==> src/hdl/tmbo_pkg.sv <==
// ----------------------------------------------------------------------------
// tmbo_pkg
// Shared types and constants of the triangle mesh box overlap core.
// ----------------------------------------------------------------------------
package tmbo_pkg;

    localparam int NUM_PAIRS   = 12;
    localparam int PAIR_BITS   = 4;
    localparam int QUEUE_DEPTH = 2;
    localparam int CTL_BITS    = 2;
    localparam int NUM_COORDS  = 10;

    typedef logic [PAIR_BITS-1:0] pair_idx_t;

    localparam pair_idx_t LAST_PAIR = pair_idx_t'(NUM_PAIRS - 1);

    typedef logic [1:0] edge_sel_t;

    localparam edge_sel_t TRI_AB = 2'd0;
    localparam edge_sel_t TRI_BC = 2'd1;
    localparam edge_sel_t TRI_CA = 2'd2;

    localparam edge_sel_t BOX_BOTTOM = 2'd0;
    localparam edge_sel_t BOX_RIGHT  = 2'd1;
    localparam edge_sel_t BOX_TOP    = 2'd2;
    localparam edge_sel_t BOX_LEFT   = 2'd3;

    typedef struct packed {
        logic last_tri;
        logic vert_in;
    } item_ctl_t;

    typedef struct packed {
        logic      last_pair;
        item_ctl_t ctl;
    } pair_tag_t;

endpackage

==> src/hdl/tmbo_queue.sv <==
// ----------------------------------------------------------------------------
// tmbo_queue
// Short first-in first-out queue between the front and the back.
// ----------------------------------------------------------------------------
module tmbo_queue #(
    parameter int WIDTH = 202
) (
    input  logic             clk,
    input  logic             rst_n,
    input  logic             push,
    input  logic [WIDTH-1:0] push_data,
    output logic             full,
    input  logic             pop,
    output logic             head_valid,
    output logic [WIDTH-1:0] head_data
);

    localparam int PTR_BITS = (tmbo_pkg::QUEUE_DEPTH > 1) ?
                              $clog2(tmbo_pkg::QUEUE_DEPTH) : 1;
    localparam int CNT_BITS = $clog2(tmbo_pkg::QUEUE_DEPTH + 1);

    logic [WIDTH-1:0]    data_reg [tmbo_pkg::QUEUE_DEPTH];
    logic [PTR_BITS-1:0] wr_ptr_reg;
    logic [PTR_BITS-1:0] wr_ptr_next;
    logic [PTR_BITS-1:0] rd_ptr_reg;
    logic [PTR_BITS-1:0] rd_ptr_next;
    logic [CNT_BITS-1:0] count_reg;
    logic [CNT_BITS-1:0] count_next;

    function automatic logic [PTR_BITS-1:0] ptr_inc(input logic [PTR_BITS-1:0] p);
        if (p == PTR_BITS'(tmbo_pkg::QUEUE_DEPTH - 1))
            return '0;
        return p + 1'b1;
    endfunction

    assign full       = (count_reg == CNT_BITS'(tmbo_pkg::QUEUE_DEPTH));
    assign head_valid = (count_reg != '0);
    assign head_data  = data_reg[rd_ptr_reg];

    always_comb
    begin
        wr_ptr_next = push ? ptr_inc(wr_ptr_reg) : wr_ptr_reg;
        rd_ptr_next = pop ? ptr_inc(rd_ptr_reg) : rd_ptr_reg;
        count_next  = count_reg;
        if (push && !pop)
            count_next = count_reg + 1'b1;
        else if (pop && !push)
            count_next = count_reg - 1'b1;
    end

    always_ff @(posedge clk or negedge rst_n)
    begin
        if (!rst_n)
        begin
            wr_ptr_reg <= '0;
            rd_ptr_reg <= '0;
            count_reg  <= '0;
        end
        else
        begin
            wr_ptr_reg <= wr_ptr_next;
            rd_ptr_reg <= rd_ptr_next;
            count_reg  <= count_next;
        end
    end

    always_ff @(posedge clk)
    begin
        if (push)
            data_reg[wr_ptr_reg] <= push_data;
    end

endmodule

==> config.mk <==
export PLATFORM = sky130hd
export DESIGN_NAME = tmbo_queue
export DESIGN_NICKNAME = d
export VERILOG_FILES = /design/src/hdl/tmbo_pkg.sv /design/src/hdl/tmbo_queue.sv
export SDC_FILE = /design/constraint.sdc
export NUM_CORES = 1
export LEC_CHECK = 0
export BUFFER_PORTS_ARGS = -buffer_cell sky130_fd_sc_hd__buf_4
export CORE_ASPECT_RATIO = 0.9
export CORE_MARGIN = 10
export CORE_UTILIZATION = 40
export CTS_BUF_LIST = sky130_fd_sc_hd__clkbuf_4
export CTS_CLUSTER_SIZE = 30
export DETAILED_ROUTE_END_ITERATION = 10
export PLACE_DENSITY_LB_ADDON = 0.25
export SYNTH_ARGS = -nofsm -noshare
export SYNTH_HDL_FRONTEND = slang
export SYNTH_SLANG_ARGS = --single-unit
==> constraint.sdc <==
create_clock -name clk -period 12.54 [get_ports clk]
set_input_delay 1.881 -clock clk [delete_from_list [all_inputs] [get_ports clk]]
set_output_delay 1.881 -clock clk [all_outputs]
set_load 0.02 [all_outputs]
==> Yosys cells after proc, flatten, opt, wreduce, memory -nomap -nowiden <==
Memories as Yosys holds them, arrays and structs flattened.
Cells that the tools add are included.
{ "word_totals": {"regBits": 4, "mem_bits_rw": 404, "in_bits": 206, "output_inout_bits": 204, "mem_count": 1} }
{ "op_classes": {"n_addsub": 4, "n_eq_ne": 1, "mux": 10, "n_reduce_logical": 6} }
{ "memory_table": {"columns": ["name", "words", "word_bits", "rd", "rd_clocked_by_memory_dff", "write_ports", "line", "text"], "rows": [
  ["data_reg", 2, 202, 1, 0, 1, "tmbo_queue.sv:22", "logic [WIDTH-1:0] data_reg [tmbo_pkg::QUEUE_DEPTH];"]
]} }
{ "op_table": {"columns": ["operator", "count"], "rows": [
  ["$mux 1", 8],
  ["$mux 2", 2],
  ["$reduce_bool 2->1", 2],
  ["$add 1x1->1 const B", 2],
  ["$add 2x1->2 const B", 1],
  ["$eq 2x2->1 const B", 1],
  ["$logic_and 1x1->1", 2],
  ["$logic_not 1->1", 2],
  ["$sub 2x1->2 const B", 1]
]} }

==> Longest topological paths before layout <==
Gate-level depths: netlist of the first run.
{ "depth": {"ltp_word": 4, "ltp_mapped": 5, "depth_no_buf": 5} }

==> Worst setup path before layout of the first run <==
No wires, ideal clock.
{ "synth_path": {"path_type": "in2reg", "startpoint": "in push", "endpoint": "mem data_reg[0][0], enable pin", "t_arrival_ps": 10590, "path_slack_ps": 1158, "cell_stages": 1, "n_path_buf": 0, "cell_sequence": "nor2b_1"} }
{ "synth_via": {"elab_chain_len": 2} }
{ "synth_rtl": {"columns": ["element", "line", "text"], "rows": [
  ["from (decl)", "tmbo_queue.sv:10", "input logic push,"],
  ["$mux 1", "tmbo_queue.sv:69", "if (push)"],
  ["$mux 1 (implied by the code)", "tmbo_queue.sv:70", "data_reg[wr_ptr_reg] <= push_data;"],
  ["to (decl)", "tmbo_queue.sv:22", null]
]} }
No other way between the ends.

==> Worst setup path after layout of the first run <==
{ "layout_path": {"startpoint": "reg rd_ptr_reg", "endpoint": "out head_data[180]"} }
{ "layout_via": {"elab_chain_len": 1} }
{ "layout_rtl": {"columns": ["element", "line", "text"], "rows": [
  ["from (decl)", "tmbo_queue.sv:25", "logic [PTR_BITS-1:0] rd_ptr_reg;"],
  ["from (signal assigned)", "tmbo_queue.sv:62", "rd_ptr_reg <= rd_ptr_next;"],
  ["$mem_v2 2x202", null, null],
  ["to (decl)", "tmbo_queue.sv:15", "output logic [WIDTH-1:0] head_data"]
]} }
No other way between the ends.

==> results of run 1 <==
## cell type report
class	count	area, sq um	area share [%]
diodes	4	10.01	0.04922
clock buffers	150	1126	5.538
clock inverters	30	207.7	1.021
inverters	1	3.754	0.01846
multi-input cells	213	3008	14.79
flip-flops and latches	408	12240	60.17
well taps	490	613.1	3.015
repair buffers	417	3131	15.40
## how the worst min path moves through the flow
stage / cells past startpoint / slack (ns) / end / startpoint
after detailed placement: 1 / 0.47 / count_reg[1] / count_reg[1]
after floorplan: 1 / 0.45 / count_reg[1] / count_reg[1]
after global routing: 1 / 0.52 / count_reg[1] / count_reg[1]
final: 1 / 0.49 / count_reg[1] / count_reg[1]
after CTS: 1 / 0.49 / count_reg[1] / count_reg[1]
after global placement: 1 / 0.47 / count_reg[1] / count_reg[1]
## per-layer routing
| layer | vias up | wire length, microns |
|---|---|---|
| met3 | 54 | 4403 |
| li1 | 3633 | - |
| met5 | - | 13 |
| met4 | 2 | 661 |
| met1 | 3897 | 14470 |
| met2 | 360 | 17930 |
## critical path, stage by stage (launching register included)
cell and delay [ns]:
dfrtp_4 0.88, buf_4 0.89, buf_4 0.89, mux2_2 0.42, buf_4 0.16
## Yosys cell counts (all sizes together)
| cell type | count | area, sq um |
|---|---|---|
| and2 | 1 | 6.260 |
| buf | 23 | 244.0 |
| dfrtp | 4 | 100.1 |
| edfxtp | 404 | 12130 |
| ha | 1 | 12.51 |
| inv | 1 | 3.750 |
| mux2 | 202 | 2913 |
| nor2 | 1 | 3.750 |
| nor2b | 2 | 12.51 |
| or2 | 1 | 6.260 |
| xnor2 | 1 | 8.760 |
| xor2 | 4 | 35.03 |
## report_power, final
group | switching [mW] | internal, mW
clock network | 0.521 | 0.609
registers | 0.0996 | 1.81
logic | 0.921 | 0.844
## kinds of logic (layout without fill, tap and decap cells)
| kind of cell | after synthesis | after routing | share of synthesized area [%] |
|---|---|---|---|
| other cells | 0 | 4 | 0 |
| xor+xnor | 5 | 5 | 0.2829 |
| simple gates | 5 | 5 | 0.1859 |
| fa+ha+maj | 1 | 1 | 0.08083 |
| buf+inv | 24 | 598 | 1.601 |
| flops | 408 | 408 | 79.03 |
| mux | 202 | 202 | 18.82 |
==> impl_metrics.py, run 1 <==
metrics = {
    "detailed_routing": {
        "drc": 0,
        "wl_per_cell_microns": 21.88,
        "routed_via_density": 4.639,
        "initialDrtViolationCount": 464,
        "ant_nets": 0,
        "via_count": 7946,
        "routed_wirelength_mm": 37.48,
        "drt-pass1-iter-count": 4,
    },
    "sta": {
        "finalSetupViolCount": 0,
        "skew_ns": 0.03125,
        "finalHoldViolations": 0,
        "rsz0062_at_grt": "no",
        "post-route-period-util_pct": 48.30,
        "maxSlewHeadroom_pct": 25.75,
        "drv_slew": 0,
        "setup_ws_ns": 6.483,
        "fmax_mhz": 165.1,
        "worst_slew_pin_slew_ns": 1.114,
        "fin_tns_setup_ns": 0,
        "post-route-min-period_ns": 6.057,
        "hold_slack_ns": 0.4881,
    },
    "synthesis": {
        "yosys_register_bits": 408,
        "syn_nets": 852,
        "ys_seq_area_share_pct": 79.03,
        "syn-instance-count": 645,
        "synth_area_sq_mm": 0.01548,
        "avgSynthCellArea_sq_um": 24.00,
        "yosys_warnings": 0,
        "yosys.cell_types.count": 15,
    },
    "floorplanning": {
        "row_count": 68,
        "die_h_microns": 206.6,
        "coreArea_sq_mm": 0.03829,
        "pin_count": 410,
        "die_area_sq_mm": 0.04697,
        "die_w_microns": 227.3,
        "initial_utilization_pct": 40.42,
    },
    "global_routing": {
        "grt_pass1_vias": 8512,
        "antenna_found_initial": 4,
        "grtUsageMet3_pct": 8.093,
        "grt_max_degree": 74,
        "use_met2_pct": 23.97,
        "gr-total-overflow": 0,
        "met1_usage_pct": 18.06,
        "grt_pass1_wl_mm": 53.04,
        "grt_use_total_pct": 15.36,
        "grt_busiest_layer": "met2",
    },
    "clock_network": {
        "cts_buffers": 106,
        "cts_resized": 0,
        "clock_latency_ns": 0.81,
        "clk_pin_slew_ns": 0.06,
        "clkSinkCount": 408,
        "post_cts_buffers": 0,
        "clock-root-buffer": "clkbuf_4",
        "ctsHoldBuffers": 0,
        "cts_tree": "built",
        "clockBufferDepth": 3,
        "cts_max_level": 3,
    },
    "critical_path": {
        "cp-endpoint": "head_data[180]",
        "crit_arrival_ns": 4.18,
        "path_max_fanout": 57,
        "r2r-start": "wr_ptr_reg",
        "crit_path_start": "rd_ptr_reg",
        "end_kind": "primary output",
        "worstReg2RegEnd": "data_reg[0][190]",
        "ff2ff_setup_slack_ns": 9.98,
        "startpoint_type": "register",
        "cp.required_ns": 10.66,
        "ff2ff_path_depth": 3,
        "crit_type": "reg -> out",
    },
    "min_path": {
        "min_path_type": "reg -> reg",
    },
    "place": {
        "pre_cts_ws_ns": 7.215,
        "placed_cells": 1529,
        "gp_congestion": 0.7648,
        "hpwl_mm": 25.56,
        "placed_area_sq_mm": 0.01899,
        "port_buffers": 409,
    },
    "finish": {
        "fin_area_sq_mm": 0.02033,
        "area_growth_pct": 31.38,
        "final_cell_mix": "buf_4, edfxtp_1, mux2_4, clkbuf_4, mux2_2",
        "nets": 1354,
        "fill_cells": 3137,
        "fin_util_pct": 53.11,
        "layout.cells.non_filler": 1713,
        "largest_reg_flops": 404,
        "drive_gt1_share_pct": 64.56,
        "final_common_cell": "buf_4",
    },
    "run_status": {
        "status": "finished, final reports clean",
    },
    "power_and_ir_drop": {
        "peakVddDrop_v": 0.0001310,
        "powerDensity_mw_per_mm2": 236.5,
        "leakagePower_nw": 8.210,
        "power.total_mw": 4.809,
    },
    "run": {
        "drv_cap": 0,
    },
}
Power figures use the tool's default switching activity.
==> inputs of run 2 (changes only) <==
==> constraint.sdc (replaced) <==
create_clock -name clk -period 5.6 [get_ports clk]
set_input_delay 0.84 -clock clk [delete_from_list [all_inputs] [get_ports clk]]
set_output_delay 0.84 -clock clk [all_outputs]
set_load 0.02 [all_outputs]
==> run 2 against run 1 <==
Compared with the run above: cell area rose by 0.51%; first-iteration DRC count up 4.3%; utilization grew 0.27 points; worst hold slack got worse by 0.28 ns; wire length shrank 2.8%; non-clock buffer count is 1 higher; final cell count up 0.64%; count of clock-buffer cells in the layout is 8 higher; sequential power grew 120%; clock power rose by 120%; largest cell class unchanged; largest power group unchanged; highest routed layer is now met4.
==> impl_metrics.py, run 2 (synthesized netlist as in run 1, its figures left out) <==
metrics = {
    "run_status": {
        "status": "finished, final reports clean",
    },
    "place": {
        "port_buffers": 409,
        "hpwl_mm": 25.00,
        "gp_congestion": 0.7198,
        "pre_cts_ws_ns": 2.553,
    },
    "global_routing": {
        "grt_pass1_wl_mm": 51.98,
        "use_met2_pct": 24.32,
        "met1_usage_pct": 16.37,
        "gr-total-overflow": 0,
        "antenna_found_initial": 4,
        "grt_busiest_layer": "met2",
        "grt_max_degree": 111,
        "grt_use_total_pct": 14.99,
        "grt_pass1_vias": 8490,
        "grtUsageMet3_pct": 8.418,
    },
    "sta": {
        "drv_slew": 0,
        "rsz0062_at_grt": "no",
        "setup_ws_ns": 1.759,
        "post-route-min-period_ns": 3.841,
        "worst_slew_pin_slew_ns": 0.9821,
        "finalHoldViolations": 0,
        "fmax_mhz": 260.3,
        "post-route-period-util_pct": 68.60,
        "hold_slack_ns": 0.2073,
        "maxSlewHeadroom_pct": 34.53,
        "finalSetupViolCount": 0,
        "skew_ns": 0.02286,
        "fin_tns_setup_ns": 0,
    },
    "finish": {
        "area_growth_pct": 32.05,
        "final_cell_mix": "buf_4, edfxtp_1, mux2_4, clkbuf_4, mux2_2",
        "fin_util_pct": 53.38,
        "largest_reg_flops": 404,
        "final_common_cell": "buf_4",
        "fill_cells": 3094,
        "drive_gt1_share_pct": 64.50,
        "nets": 1355,
    },
    "clock_network": {
        "clkSinkCount": 408,
        "clock_latency_ns": 0.82,
        "clockBufferDepth": 3,
        "clk_pin_slew_ns": 0.07,
        "cts_resized": 0,
        "ctsHoldBuffers": 1,
        "clock-root-buffer": "clkbuf_4",
        "cts_buffers": 106,
        "post_cts_buffers": 0,
        "cts_tree": "built",
        "cts_max_level": 3,
    },
    "critical_path": {
        "crit_arrival_ns": 3.00,
        "ff2ff_setup_slack_ns": 3.24,
        "cpPeakStageDelay_ns": 1.03,
        "worstReg2RegEnd": "data_reg[1][57]",
        "ff2ff_path_depth": 2,
        "crit_type": "reg -> out",
        "end_kind": "primary output",
        "cp_top_family": "flip-flops",
        "path_max_fanout": 67,
        "crit_buf_inv": 2,
        "cp.required_ns": 4.76,
        "crit_path_start": "rd_ptr_reg",
        "startpoint_type": "register",
        "crit_chain": "buf_12 > mux2_2 > buf_4",
        "r2r-start": "wr_ptr_reg",
        "cp_slowest_cell": "dfrtp_4",
    },
    "power_and_ir_drop": {
        "power.total_mw": 10.78,
        "peakVddDrop_v": 0.0003318,
        "leakagePower_nw": 8.242,
        "powerDensity_mw_per_mm2": 527.4,
    },
    "detailed_routing": {
        "initialDrtViolationCount": 484,
        "drt-pass1-iter-count": 4,
        "via_count": 7895,
        "drc": 0,
        "routed_via_density": 4.579,
        "routed_wirelength_mm": 36.41,
        "ant_nets": 0,
        "wl_per_cell_microns": 21.12,
    },
    "floorplanning": {
        "initial_utilization_pct": 40.42,
        "coreArea_sq_mm": 0.03829,
        "pin_count": 410,
        "row_count": 68,
        "die_area_sq_mm": 0.04697,
        "die_w_microns": 227.3,
        "die_h_microns": 206.6,
    },
    "min_path": {
        "min_path_type": "in -> reg",
        "hp-start": "push_data[49]",
        "hold_end": "data_reg[1][49]",
        "whs_path_depth": 1,
    },
    "run": {
        "drv_cap": 0,
    },
}
-- run 2: final cells by class --
class | count | area [sq um] | area share, %
antenna | 6 | 15.01 | 0.07346
clock buffer | 158 | 1186 | 5.803
clock inverter | 30 | 186.4 | 0.9122
inverter | 1 | 3.754 | 0.01837
multi-input combinational | 213 | 3008 | 14.72
sequential | 408 | 12240 | 59.87
tap | 490 | 613.1 | 3.000
timing repair buffer | 418 | 3191 | 15.61
-- run 2: worst max-delay path by stage --
stage                endpoint  slack (ns)  depth (start not counted)
3_5_place_dp   head_data[186]        2.55                          3
4_1_cts        head_data[186]        1.61                          3
5_1_grt        head_data[192]        1.50                          3
6_report       head_data[188]        1.76                          3
3_3_place_gp   head_data[181]        2.55                          3
2_1_floorplan  data_reg[0][0]        1.30                          1
-- run 2: stage by stage --
stage          area [sq um]  instances
2_1_floorplan         15490        645
3_3_place_gp          19040       1529
3_5_place_dp          19040       1529
4_1_cts               20420       1718
5_1_grt               20440       1723
6_report              20440       1724
-- run 2: power breakdown --
group	switching [mW]	internal (mW)	total [mW]
Clock	1.16	1.38	2.54
Sequential	0.232	4.05	4.29
Combinational	2.06	1.90	3.96
-- run 2: routing by layer --
metal / part of all wire, % / vias to the layer above
li1: - / 3660
met1: 38 / 3887
met2: 49 / 315
met3: 12 / 33
met4: 1.3 / 0
met5: 0 / -
