File: config.mk
export PLATFORM = sky130hd
export DESIGN_NAME = tmbo_front_flat
export DESIGN_NICKNAME = d
export VERILOG_FILES = /design/src/hdl/tmbo_pkg.sv /design/src/hdl/tmbo_if.sv /design/src/hdl/tmbo_front.sv /design/src/flat_wrapper.sv
export SDC_FILE = /design/constraint.sdc
export NUM_CORES = 1
export LEC_CHECK = 0
export ABC_AREA = 1
export CAP_MARGIN = 40
export CORE_AREA = 2 2 158 160
export DETAILED_ROUTE_END_ITERATION = 8
export DIE_AREA = 0 0 160 162
export DONT_BUFFER_PORTS = 1
export PLACE_DENSITY = 0.47
export REMOVE_ABC_BUFFERS = 1
export SYNTH_ARGS = -nofsm -noshare
export SYNTH_HDL_FRONTEND = slang
export SYNTH_SLANG_ARGS = --single-unit
File: constraint.sdc
create_clock -name vclk -period 2.24
set_clock_uncertainty 0.15 [all_clocks]
set_input_delay 0.448 -clock vclk [all_inputs]
set_output_delay 0.448 -clock vclk [all_outputs]
set_load 0.1 [all_outputs]
File: src/hdl/tmbo_pkg.sv
// ----------------------------------------------------------------------------
// tmbo_pkg
// Shared types and constants of the triangle mesh box overlap core.
// ----------------------------------------------------------------------------
package tmbo_pkg;

    localparam int NUM_PAIRS   = 12;
    localparam int PAIR_BITS   = 4;
    localparam int QUEUE_DEPTH = 2;
    localparam int CTL_BITS    = 2;
    localparam int NUM_COORDS  = 10;

    typedef logic [PAIR_BITS-1:0] pair_idx_t;

    localparam pair_idx_t LAST_PAIR = pair_idx_t'(NUM_PAIRS - 1);

    typedef logic [1:0] edge_sel_t;

    localparam edge_sel_t TRI_AB = 2'd0;
    localparam edge_sel_t TRI_BC = 2'd1;
    localparam edge_sel_t TRI_CA = 2'd2;

    localparam edge_sel_t BOX_BOTTOM = 2'd0;
    localparam edge_sel_t BOX_RIGHT  = 2'd1;
    localparam edge_sel_t BOX_TOP    = 2'd2;
    localparam edge_sel_t BOX_LEFT   = 2'd3;

    typedef struct packed {
        logic last_tri;
        logic vert_in;
    } item_ctl_t;

    typedef struct packed {
        logic      last_pair;
        item_ctl_t ctl;
    } pair_tag_t;

endpackage

File: src/hdl/tmbo_if.sv
// ----------------------------------------------------------------------------
// tmbo_if
// Valid/ready channels for triangle items and for query results.
// ----------------------------------------------------------------------------
interface tmbo_item_if #(parameter int COORD_BITS = 20);
    logic                         valid;
    logic                         ready;
    logic signed [COORD_BITS-1:0] vertex_a_x;
    logic signed [COORD_BITS-1:0] vertex_a_y;
    logic signed [COORD_BITS-1:0] vertex_b_x;
    logic signed [COORD_BITS-1:0] vertex_b_y;
    logic signed [COORD_BITS-1:0] vertex_c_x;
    logic signed [COORD_BITS-1:0] vertex_c_y;
    logic signed [COORD_BITS-1:0] box_min_x;
    logic signed [COORD_BITS-1:0] box_min_y;
    logic signed [COORD_BITS-1:0] box_max_x;
    logic signed [COORD_BITS-1:0] box_max_y;
    logic                         last_triangle;

    modport source (
        output valid, vertex_a_x, vertex_a_y, vertex_b_x, vertex_b_y,
               vertex_c_x, vertex_c_y, box_min_x, box_min_y, box_max_x,
               box_max_y, last_triangle,
        input  ready
    );

    modport sink (
        input  valid, vertex_a_x, vertex_a_y, vertex_b_x, vertex_b_y,
               vertex_c_x, vertex_c_y, box_min_x, box_min_y, box_max_x,
               box_max_y, last_triangle,
        output ready
    );
endinterface


File: src/hdl/tmbo_front.sv
// ----------------------------------------------------------------------------
// tmbo_front
// Accepts triangle items, runs the vertex-in-box test and packs each item
// for the work queue.
// ----------------------------------------------------------------------------
module tmbo_front #(
    parameter int COORD_BITS = 20,
    parameter int ITEM_W     = 202
) (
    tmbo_item_if.sink          item_in,
    input  logic               queue_full,
    output logic               push,
    output logic [ITEM_W-1:0]  push_data
);

    tmbo_pkg::item_ctl_t ctl;
    logic                in_a;
    logic                in_b;
    logic                in_c;

    always_comb
    begin
        in_a = (item_in.vertex_a_x >= item_in.box_min_x) &&
               (item_in.vertex_a_x <= item_in.box_max_x) &&
               (item_in.vertex_a_y >= item_in.box_min_y) &&
               (item_in.vertex_a_y <= item_in.box_max_y);
        in_b = (item_in.vertex_b_x >= item_in.box_min_x) &&
               (item_in.vertex_b_x <= item_in.box_max_x) &&
               (item_in.vertex_b_y >= item_in.box_min_y) &&
               (item_in.vertex_b_y <= item_in.box_max_y);
        in_c = (item_in.vertex_c_x >= item_in.box_min_x) &&
               (item_in.vertex_c_x <= item_in.box_max_x) &&
               (item_in.vertex_c_y >= item_in.box_min_y) &&
               (item_in.vertex_c_y <= item_in.box_max_y);
        ctl.vert_in  = in_a || in_b || in_c;
        ctl.last_tri = item_in.last_triangle;
    end

    assign item_in.ready = !queue_full;
    assign push          = item_in.valid && !queue_full;
    assign push_data     = {item_in.vertex_a_x, item_in.vertex_a_y,
                            item_in.vertex_b_x, item_in.vertex_b_y,
                            item_in.vertex_c_x, item_in.vertex_c_y,
                            item_in.box_min_x, item_in.box_min_y,
                            item_in.box_max_x, item_in.box_max_y, ctl};

endmodule

File: src/flat_wrapper.sv
// flat-port wrapper written by rule: the top's interface ports become plain ports
module tmbo_front_flat 
#(
    parameter int COORD_BITS = 20,
    parameter int ITEM_W     = 202
)
  (queue_full, push, push_data, item_in_valid, item_in_vertex_a_x, item_in_vertex_a_y, item_in_vertex_b_x, item_in_vertex_b_y, item_in_vertex_c_x, item_in_vertex_c_y, item_in_box_min_x, item_in_box_min_y, item_in_box_max_x, item_in_box_max_y, item_in_last_triangle, item_in_ready);
  tmbo_item_if #(.COORD_BITS(COORD_BITS)) item_in_i ();
  input  logic queue_full;
  output logic push;
  output logic [ITEM_W-1:0] push_data;
  input wire logic [$bits(item_in_i.valid)-1:0] item_in_valid;
  input wire logic [$bits(item_in_i.vertex_a_x)-1:0] item_in_vertex_a_x;
  input wire logic [$bits(item_in_i.vertex_a_y)-1:0] item_in_vertex_a_y;
  input wire logic [$bits(item_in_i.vertex_b_x)-1:0] item_in_vertex_b_x;
  input wire logic [$bits(item_in_i.vertex_b_y)-1:0] item_in_vertex_b_y;
  input wire logic [$bits(item_in_i.vertex_c_x)-1:0] item_in_vertex_c_x;
  input wire logic [$bits(item_in_i.vertex_c_y)-1:0] item_in_vertex_c_y;
  input wire logic [$bits(item_in_i.box_min_x)-1:0] item_in_box_min_x;
  input wire logic [$bits(item_in_i.box_min_y)-1:0] item_in_box_min_y;
  input wire logic [$bits(item_in_i.box_max_x)-1:0] item_in_box_max_x;
  input wire logic [$bits(item_in_i.box_max_y)-1:0] item_in_box_max_y;
  input wire logic [$bits(item_in_i.last_triangle)-1:0] item_in_last_triangle;
  output wire logic [$bits(item_in_i.ready)-1:0] item_in_ready;
  assign item_in_i.valid = item_in_valid;
  assign item_in_i.vertex_a_x = item_in_vertex_a_x;
  assign item_in_i.vertex_a_y = item_in_vertex_a_y;
  assign item_in_i.vertex_b_x = item_in_vertex_b_x;
  assign item_in_i.vertex_b_y = item_in_vertex_b_y;
  assign item_in_i.vertex_c_x = item_in_vertex_c_x;
  assign item_in_i.vertex_c_y = item_in_vertex_c_y;
  assign item_in_i.box_min_x = item_in_box_min_x;
  assign item_in_i.box_min_y = item_in_box_min_y;
  assign item_in_i.box_max_x = item_in_box_max_x;
  assign item_in_i.box_max_y = item_in_box_max_y;
  assign item_in_i.last_triangle = item_in_last_triangle;
  assign item_in_ready = item_in_i.ready;
  tmbo_front #(.COORD_BITS(COORD_BITS), .ITEM_W(ITEM_W)) u_core (.item_in(item_in_i), .queue_full(queue_full), .push(push), .push_data(push_data));
endmodule
== Word-level counts from Yosys, hierarchy flattened ==
Cells that the tools add are included.

* Output and inout bits: 204
* Bits of input ports: 203
* Bits in registers: 0
* Word-level logic and storage cells: 25

* Magnitude comparators: 12
* Reductions and logical operators: 13

{| class="wikitable"
|+ Operators with widths
! kind !! count
|-
| greater-or-equal comparator 20 bit || 6
|-
| less-or-equal comparator 20 bit || 6
|-
| logical AND 1 bit || 10
|-
| logical OR 1 bit || 2
|-
| zero test 1 bit || 1
|}

== Longest topological paths before layout ==
Gate-level depths: netlist (run 1).

* Word-level depth: 6
* Gate-level depth with buffers: 17
* Gate-level depth less buffers: 17

== Worst setup path after synthesis (run 1) ==
No wires, ideal clock.

* Kind: input port to output port
* Start: input port item_in_box_max_y[19]
* End: output port push_data[0]
* Data arrival time: 2.036 ns
* Data required time: 1.642 ns
* Path buffers: 0
* Stages: 13
* Path slack: -0.394 ns
* Path through: inv_1 ha_1 nand2_1 nor2_2 nand2_2 nor2_2 nand2_1 nand4_1 nand3_1 nand2_1 clkinv_1 nand2_2 nand3_2

* Longest elaborated chain between the ends: 4
* Elaborated cells between the ends (all ways): 8
* Classes of those cells: 3 x order compare; 5 x reduce/logical

{| class="wikitable"
|+ RTL lines
! element !! RTL line !! RTL
|-
| start, declared || flat_wrapper.sv:22 || <nowiki>input wire logic [$bits(item_in_i.box_max_y)-1:0] item_in_box_max_y;</nowiki>
|-
| less-or-equal comparator 20 bit (on tied branches) || tmbo_front.sv:26, tmbo_front.sv:30 ||
|-
| logical AND 1 bit (on tied branches) || tmbo_front.sv:25, tmbo_front.sv:29 ||
|-
| logical OR 1 bit || tmbo_front.sv:35 || <nowiki>ctl.vert_in = in_a || in_b || in_c;</nowiki>
|-
| logical OR 1 bit * || tmbo_front.sv:35 ||
|-
| end, declared || flat_wrapper.sv:11 || <nowiki>output logic [ITEM_W-1:0] push_data;</nowiki>
|}

Mark *: on every way between the ends. The rest lies on a longest branch, timed or not.

== Final worst setup path (run 1) ==
* Start: input port item_in_box_max_x[17]
* End: output port push_data[0]

* Longest elaborated chain between the ends: 6
* Elaborated cells between the ends (all ways): 14
* Classes of those cells: 3 x order compare; 11 x reduce/logical

{| class="wikitable"
|+ RTL lines
! element !! RTL line !! RTL
|-
| start, declared || flat_wrapper.sv:21 || <nowiki>input wire logic [$bits(item_in_i.box_max_x)-1:0] item_in_box_max_x;</nowiki>
|-
| less-or-equal comparator 20 bit (on tied branches) || tmbo_front.sv:24, tmbo_front.sv:28 ||
|-
| logical AND 1 bit (on tied branches) || tmbo_front.sv:23, tmbo_front.sv:27 ||
|-
| logical AND 1 bit (on tied branches) || tmbo_front.sv:24, tmbo_front.sv:28 ||
|-
| logical AND 1 bit (on tied branches) || tmbo_front.sv:25, tmbo_front.sv:29 ||
|-
| logical OR 1 bit || tmbo_front.sv:35 ||
|-
| logical OR 1 bit * || tmbo_front.sv:35 ||
|}

Marks and branches as above.

==> impl_metrics.csv, run 1 <==
group,metric,value,unit
status,outcome,"finished with violations",
status,failed_checks,"setup timing",
setup_path,cp-endpoint,"push_data[0]",
power,pwr_density_cell,186.4,nW/µm²
floorplanning,die_h,162,µm
finish,layout_commonest_cell,"nand2_1",
floorplanning,start_util,32.73,%
timing,worst_pin_slew,0.2782,ns
global_route,grt.total_usage,17.48,%
yosys,yosysWarnings,0,
timing,rsz0062_at_grt,"true",
floorplanning,fp.dieW,160,µm
job,maxCapViolCount,0,
timing,period_minus_slack,2.666,ns
power,power.leakage,4.608,nW
yosys,synth_top_area_cell,"ha_1",
yosys,netlist_top_cells_area,"ha_1 (38%), buf_4 (19%), nand2_1 (16%), inv_1 (9.8%), a21oi_1 (4.8%)",
global_route,grt_overflow,0,
global_route,antenna_found_initial,0,
placed_design,dp_cells,1415,
global_route,grt_pass1_wl,35.77,mm
timing,hold_violations,0,
finish,nets,1543,
route,wl_per_cell,16.45,µm
power,intPower,0.6277,mW
placed_design,place_congestion,0.8385,
timing,post-route-period-util,119.0,%
route,wl,23.40,mm
setup_path,end_kind,"output port",
timing,fmax,375.0,MHz
placed_design,port_buffers,0,
timing,slew_headroom,81.61,%
setup_path,cp_max_fo,3,
power,pwr-share-comb,100.0,%
global_route,grt_pass1_vias,6493,
power,pwr-share-clk,0,%
global_route,grt_max_degree,5,
finish,nClkBuffers,0,
route,drc_errors,0,
placed_design,hpwl,21.61,mm
finish,nFillCells,2736,
power,sequentialPowerShare,0,%
yosys,seq_area_frac_synth,0,%
floorplanning,dieArea,25920,µm²
finish,design.seq.count,0,
timing,drv_slew,0,
route,via_per_inst,4.592,
yosys,syn-cell-area,7890,µm²
placed_design,pre_cts_ws,-0.5340,ns
hold_path,hold_path.startpoint,"item_in_box_min_y[14]",
hold_path,hold_class,"primary input to output port",
finish,diodes,0,
setup_path,critPathKind,"primary input to output port",
finish,area_growth_syn_to_layout,-0.7929,%
finish,final_cell_count_no_fill,1422,
route,dr_total_vias,6530,
route,antenna_left,0,
floorplanning,io_pins,407,
route,drtIter0Drc,165,
yosys,syn-instance-count,1243,
yosys,synth.top_cell.area_share,38.06,%
power,p_sw,0.8317,mW
yosys,synth.avg_cell_area,6.348,µm²
setup_path,critical_path.startpoint,"item_in_box_max_x[17]",
setup_path,arrival,2.07,ns
finish,final_cell_mix,"nand2_1 (299), ha_1 (216), inv_1 (201)",
route,first_pass_iters,4,
finish,multi_input_area,6175,µm²
timing,setup_viol,1,
floorplanning,std_cell_rows,57,
timing,setup_ws,-0.4263,ns
finish,seqCellArea,0,µm²
setup_path,crit_path_start_kind,"primary input",
setup_path,required,1.64,ns
yosys,ys_types,21,
finish,drive_gt1_share,17.40,%
power,p_sw_share,56.99,%
power,peakVddDrop,0.00007190,V
floorplanning,fp.coreArea,24110,µm²
[cell usage after synthesis]
| library cell | n |
|---|---|
| nor2_1 | 75 |
| buf_4 | 201 |
| inv_2 | 2 |
| nand4_1 | 22 |
| clkinv_1 | 1 |
| nand3_1 | 23 |
| o21bai_1 | 1 |
| nand2_1 | 333 |
| nor2_2 | 13 |
| o21ai_1 | 1 |
| a21o_1 | 12 |
| a21oi_1 | 76 |
| o21ai_0 | 15 |
| inv_1 | 207 |
| ha_1 | 240 |
| nand3_2 | 3 |
| o21a_1 | 1 |
| nand2_2 | 10 |
| nor3_2 | 1 |
| nor2_4 | 3 |
| a21boi_1 | 3 |
[worst min-delay path by stage]
stage	to	slack, ns	depth (start not counted)
2_1_floorplan	push_data[100]	0.75	0
3_3_place_gp	push_data[1]	0.75	0
3_5_place_dp	push_data[1]	0.75	0
4_1_cts	push_data[1]	0.75	0
5_1_grt	push_data[21]	0.75	0
6_report	push_data[56]	0.75	0
[critical path, stage by stage]
cell and delay [ns]:
clkinvlp_4 0.15, ha_4 0.34, nand2_4 0.05, nor2_4 0.15, nand2_4 0.08, nor2_4 0.12
nand2_2 0.07, nand3_2 0.07, nand2_1 0.05, nand2_1 0.05, nand2_1 0.06, nand2_2 0.09
inv_2 0.04, nand2_2 0.05, nand3_2 0.09, buf_12 0.17
[power by group through the flow]
stage,clock network [mW],logic [mW],registers [mW]
global route,0,1.71,0
global placement,0,1.30,0
detailed placement,0,1.32,0
CTS,0,1.43,0
finish,0,1.46,0
floorplan,0,0.923,0
[final cells by class]
| cell class | count | share of cell area (%) |
|---|---|---|
| inverter | 210 | 10.31 |
| timing repair buffer | 56 | 5.627 |
| tap | 324 | 5.179 |
| multi-input combinational | 832 | 78.88 |
[through the flow]
step	utilization [%]	total power [mW]	TNS, ns	instance area [µm²]	hold WS [ns]
6_report	32.47	1.459	-0.4263	7828	0.7460
4_1_cts	31.58	1.426	-0.4046	7612	0.7467
5_1_grt	32.47	1.705	-0.5569	7828	0.7461
2_1_floorplan	-	0.9235	-0.4788	6381	0.7460
3_3_place_gp	29.74	1.302	-0.5015	7169	0.7467
3_5_place_dp	29.74	1.320	-0.5340	7169	0.7467
[logic make-up (layout without fill, tap and decap cells)]
kind of cell	after synthesis	count (layout)	synth area share, %
simple gates	483	483	25.37
compound gates	109	109	7.453
fa+ha+maj	240	240	38.06
buf+inv	411	266	29.12
[routing by layer]
metal / global-route usage (%) / vias up / share of wire [%]
met4: 1.188 / 0 / 0.81
met5: 0 / - / 0
met3: 3.396 / 14 / 6.5
li1: - / 3461 / -
met2: 34.51 / 244 / 51
met1: 20.20 / 2811 / 42
[repair_timing]
| item | in CTS | in global routing |
|---|---|---|
| cloned | 0 | 0 |
| buffers inserted | 6 | 1 |
| gates resized for setup | 74 | 47 |
| endpoints found under the setup margin | 1 | 1 |
| pin swaps | 56 | 33 |
| hold buffers | 0 | 0 |
Note: power is estimated with default switching activity, not from simulation.
==> run 2: changes to the inputs <==
- CELL_PAD_IN_SITES_DETAIL_PLACEMENT: not set -> 1
- CELL_PAD_IN_SITES_GLOBAL_PLACEMENT: not set -> 2
- CORE_AREA: 2 2 158 160 -> 2 2 166 168
- DIE_AREA: 0 0 160 162 -> 0 0 168 170
- PLACE_DENSITY: 0.47 -> 0.78
==> run 2 against run 1 <==
The flow still finishes with violations (setup timing); die area increased by 10%; critical path depth up 1; combinational power is 4% higher; global-route usage increased by 0.38 points; non-clock buffer count up 6; setup slack got worse by 0.044 ns; largest cell class unchanged.
==> impl_metrics.csv, run 2 (synthesis results as in run 1) <==
group,metric,value,unit
status,outcome,"finished with violations",
status,failed_checks,"setup timing",
setup_path,required,1.64,ns
finish,nFillCells,3396,
floorplanning,start_util,29.61,%
global_route,grt.total_usage,17.86,%
finish,final_core_util,29.48,%
finish,nets,1549,
finish,layout_commonest_cell,"nand2_1",
global_route,grt_pass1_wl,40.02,mm
setup_path,worstPathCellList,"clkinvlp_4, ha_4, nand2_4, buf_6, a21oi_2, nor2_1, nand2_1, nand2_2, nand3_2, nand2_2, nand2_2, nand2_2, nand2_2, inv_2, nand2_2, nand3_2, buf_12",
finish,seqCellArea,0,µm²
route,dr_total_vias,6923,
setup_path,slowest_stage,"ha_4",
finish,nClkBuffers,0,
hold_path,whs_path_depth,0,
timing,worst_pin_slew,0.2632,ns
placed_design,hpwl,24.20,mm
timing,tns,-0.4706,ns
setup_path,critPathKind,"primary input to output port",
setup_path,cp_max_fo,3,
route,wl_per_cell,18.10,µm
job,maxCapViolCount,0,
finish,area_growth_syn_to_layout,-0.4123,%
placed_design,port_buffers,0,
floorplanning,die_h,170,µm
floorplanning,fp.dieW,168,µm
route,via_per_inst,4.781,
power,peakVddDrop,0.00008342,V
floorplanning,fp.coreArea,26650,µm²
timing,hold_violations,0,
timing,period_minus_slack,2.711,ns
placed_design,place_congestion,0.8202,
setup_path,max_stage_delay,0.34,ns
route,drtIter0Drc,146,
timing,slew_headroom,82.27,%
timing,drv_slew,0,
global_route,antenna_found_initial,3,
finish,drive_gt1_share,17.30,%
power,power.leakage,4.628,nW
power,pwr_density_cell,193.1,nW/µm²
timing,fmax,368.9,MHz
hold_path,hold_path.startpoint,"item_in_vertex_c_x[0]",
timing,rsz0062_at_grt,"true",
floorplanning,io_pins,407,
setup_path,cp_common_cell,"nand2_2",
setup_path,end_kind,"output port",
timing,setup_ws,-0.4706,ns
finish,final_cell_mix,"nand2_1 (303), ha_1 (218), inv_1 (199)",
finish,multi_input_area,6127,µm²
route,first_pass_iters,4,
floorplanning,dieArea,28560,µm²
setup_path,arrival,2.11,ns
route,antenna_left,0,
global_route,grt_overflow,0,
global_route,grt_max_degree,5,
setup_path,cp_num_buf_inv,4,
floorplanning,std_cell_rows,60,
timing,setup_viol,1,
route,drc_errors,0,
hold_path,hold_class,"primary input to output port",
route,wl,26.21,mm
setup_path,crit_family,"simple AND/OR/NAND/NOR gates",
setup_path,crit_path_start_kind,"primary input",
timing,post-route-period-util,121.0,%
global_route,grt_pass1_vias,7544,
hold_path,hold_end,"push_data[102]",
finish,design.seq.count,0,
[run 2: cell types whose count changed in the layout (fill, tap and decap cells not counted), sizes merged]
cell    change
inv         +1
clkinv      -1
buf         +6
diode       +3
[run 2: layout make-up]
type	instances	area share (%)
antenna	3	0.09554
inverter	210	10.27
multi-input combinational	832	77.98
tap	341	5.430
timing repair buffer	62	6.226
[run 2: metal layers]
layer	track usage, %	vias up	share of wire, %
met5	0	-	0
met1	18.79	3165	38
li1	-	3479	-
met3	4.442	34	7.9
met2	35.56	245	51
met4	3.819	0	2.5
[run 2: how the worst max path moves through the flow]
stage | depth (start not counted) | slack, ns | start | to
final | 17 | -0.47 | item_in_box_max_x[11] | push_data[0]
after detailed placement | 15 | -0.58 | item_in_box_min_y[19] | push_data[0]
after global placement | 16 | -0.56 | item_in_box_max_y[19] | push_data[0]
after global routing | 15 | -0.60 | item_in_box_min_y[19] | push_data[0]
after CTS | 16 | -0.46 | item_in_box_max_x[19] | push_data[0]
after floorplan | 13 | -0.39 | item_in_box_max_y[19] | push_data[0]
[run 2: power breakdown]
group	internal, mW	switching, mW	leakage, nW
clock	0.000000186	0	0.0000190
sequential	0	0	0
combinational	0.650	0.867	4.63
total	0.650	0.867	4.63
[run 2: metrics by stage]
step	total power, mW	cells	worst slack [ns]	area, µm²	hold slack (ns)
final	1.517	1448	-0.4706	7858	0.7460
after floorplan	0.9235	1042	-0.3945	6381	0.7460
after detailed placement	1.378	1440	-0.5833	7251	0.7467
after global placement	1.314	1440	-0.5643	7251	0.7467
after CTS	1.448	1441	-0.4563	7523	0.7467
after global routing	1.767	1447	-0.5984	7855	0.7461
[run 2: timing repair]
action	CTS	global route
endpoints found under the setup margin	1	1
gates cloned	0	0
hold buffers	0	0
buffers inserted	1	4
pin swaps	28	49
resized for setup	51	60
==> run 3: changes to the inputs <==
- RECOVER_POWER: not set -> 100
==> run 3 against run 2 <==
The run still ends with setup timing left; critical path depth did not move; cell area barely moved; setup slack did not move; routed wire length barely moved; first-iteration DRC count did not move; hold slack did not move; critical path type unchanged; largest cell class unchanged.
==> impl_metrics.csv, run 3 (synthesis results as in run 1) <==
group,metric,value,unit
placed_design,place_congestion,0.8202,
floorplanning,io_pins,407,
route,first_pass_iters,4,
floorplanning,die_h,170,µm
setup_path,critPathKind,"primary input to output port",
setup_path,crit_path_start_kind,"primary input",
global_route,grt_pass1_wl,40.02,mm
finish,design.seq.count,0,
power,power.leakage,4.626,nW
finish,seqCellArea,0,µm²
finish,design_area,7853,µm²
finish,final_cell_count_no_fill,1448,
power,p_sw_share,57.17,%
route,antenna_left,0,
timing,period_minus_slack,2.711,ns
timing,hold-worst-slack,0.7460,ns
timing,setup_ws,-0.4706,ns
timing,worst_pin_slew,0.5430,ns
placed_design,port_buffers,0,
hold_path,whs_path_depth,0,
finish,area_growth_syn_to_layout,-0.4758,%
hold_path,hold_path.startpoint,"item_in_vertex_c_x[0]",
job,maxCapViolCount,0,
placed_design,place_area,7251,µm²
global_route,grt_overflow,0,
timing,post-route-period-util,121.0,%
power,pwr-share-comb,100.0,%
finish,nFillCells,3397,
floorplanning,std_cell_rows,60,
setup_path,slowest_stage,"ha_4",
status,failed_checks,"setup timing",
global_route,antenna_found_initial,3,
global_route,grt.total_usage,17.86,%
floorplanning,fp.dieW,168,µm
setup_path,end_kind,"output port",
finish,drive_gt1_share,17.30,%
power,pwr-share-clk,0,%
placed_design,pre_cts_ws,-0.5833,ns
route,wl,26.21,mm
finish,nClkBuffers,0,
finish,final_cell_mix,"nand2_1 (303), ha_1 (218), inv_1 (199)",
finish,multi_input_area,6127,µm²
setup_path,cp_max_fo,3,
hold_path,hold_end,"push_data[102]",
setup_path,cp_num_buf_inv,4,
timing,setup_viol,1,
power,p_sw,0.8667,mW
power,peakVddDrop,0.00007879,V
floorplanning,fp.coreArea,26650,µm²
finish,nets,1549,
setup_path,max_stage_delay,0.34,ns
clocking,holdBufCountCts,0,
route,dr_total_vias,6925,
route,via_per_inst,4.782,
finish,final_core_util,29.46,%
setup_path,arrival,2.11,ns
status,outcome,"finished with violations",
hold_path,hold_class,"primary input to output port",
power,sequentialPowerShare,0,%
timing,hold_violations,0,
timing,rsz0062_at_grt,"true",
global_route,grt_pass1_vias,7544,
floorplanning,dieArea,28560,µm²
route,drtIter0Drc,146,
setup_path,crit_family,"simple AND/OR/NAND/NOR gates",
timing,fmax,368.9,MHz
global_route,grt_max_degree,5,
route,wl_per_cell,18.10,µm
setup_path,worstPathCellList,"clkinvlp_4, ha_4, nand2_4, buf_6, a21oi_2, nor2_1, nand2_1, nand2_2, nand3_2, nand2_2, nand2_2, nand2_2, nand2_2, inv_2, nand2_2, nand3_2, buf_12",
placed_design,dp_cells,1440,
placed_design,hpwl,24.20,mm
setup_path,cp_common_cell,"nand2_2",
floorplanning,start_util,29.61,%
power,intPower,0.6493,mW
route,drc_errors,0,
timing,slew_headroom,63.95,%
finish,layout_commonest_cell,"nand2_1",
timing,drv_slew,0,
setup_path,required,1.64,ns
power,pwr_density_cell,193.1,nW/µm²
## run 3: layer usage
layer / wire, µm / up-vias / global-route usage [%] / part of all wire, %
met1: 10080 / 3167 / 18.79 / 38
met2: 13400 / 245 / 35.56 / 51
met3: 2081 / 34 / 4.442 / 7.9
met5: 0 / - / 0 / 0
li1: - / 3479 / - / -
met4: 653 / 0 / 3.819 / 2.5
## run 3: power by group through the flow
stage / registers (mW) / clock network [mW] / logic, mW
2_1_floorplan: 0 / 0 / 0.923
3_3_place_gp: 0 / 0 / 1.31
3_5_place_dp: 0 / 0 / 1.38
4_1_cts: 0 / 0 / 1.45
5_1_grt: 0 / 0.000000121 / 1.77
6_report: 0 / 0.000000186 / 1.52
## run 3: stage by stage
step / total power [mW] / setup TNS (ns)
finish: 1.516 / -0.4706
CTS: 1.448 / -0.4563
detailed placement: 1.378 / -0.5833
floorplan: 0.9235 / -0.4788
global placement: 1.314 / -0.5643
global route: 1.766 / -0.5984
## run 3: final cells by class
class	instances	area share [%]
well taps	341	5.433
multi-input cells	832	78.03
diodes	3	0.09560
repair buffers	62	6.166
inverters	210	10.28
## run 3: worst max path at each step
stage                     startpoint            to  slack [ns]  cells past startpoint
2_1_floorplan  item_in_box_max_y[19]  push_data[0]       -0.39                     13
4_1_cts        item_in_box_max_x[19]  push_data[0]       -0.46                     16
3_5_place_dp   item_in_box_min_y[19]  push_data[0]       -0.58                     15
6_report       item_in_box_max_x[11]  push_data[0]       -0.47                     17
5_1_grt        item_in_box_min_y[19]  push_data[0]       -0.60                     15
3_3_place_gp   item_in_box_max_y[19]  push_data[0]       -0.56                     16
## run 3: repair_timing
action / 4_1_cts / 5_1_grt
endpoints found under the setup margin: 1 / 1
pin swaps: 28 / 49
setup buffers: 1 / 4
resized for setup: 51 / 60
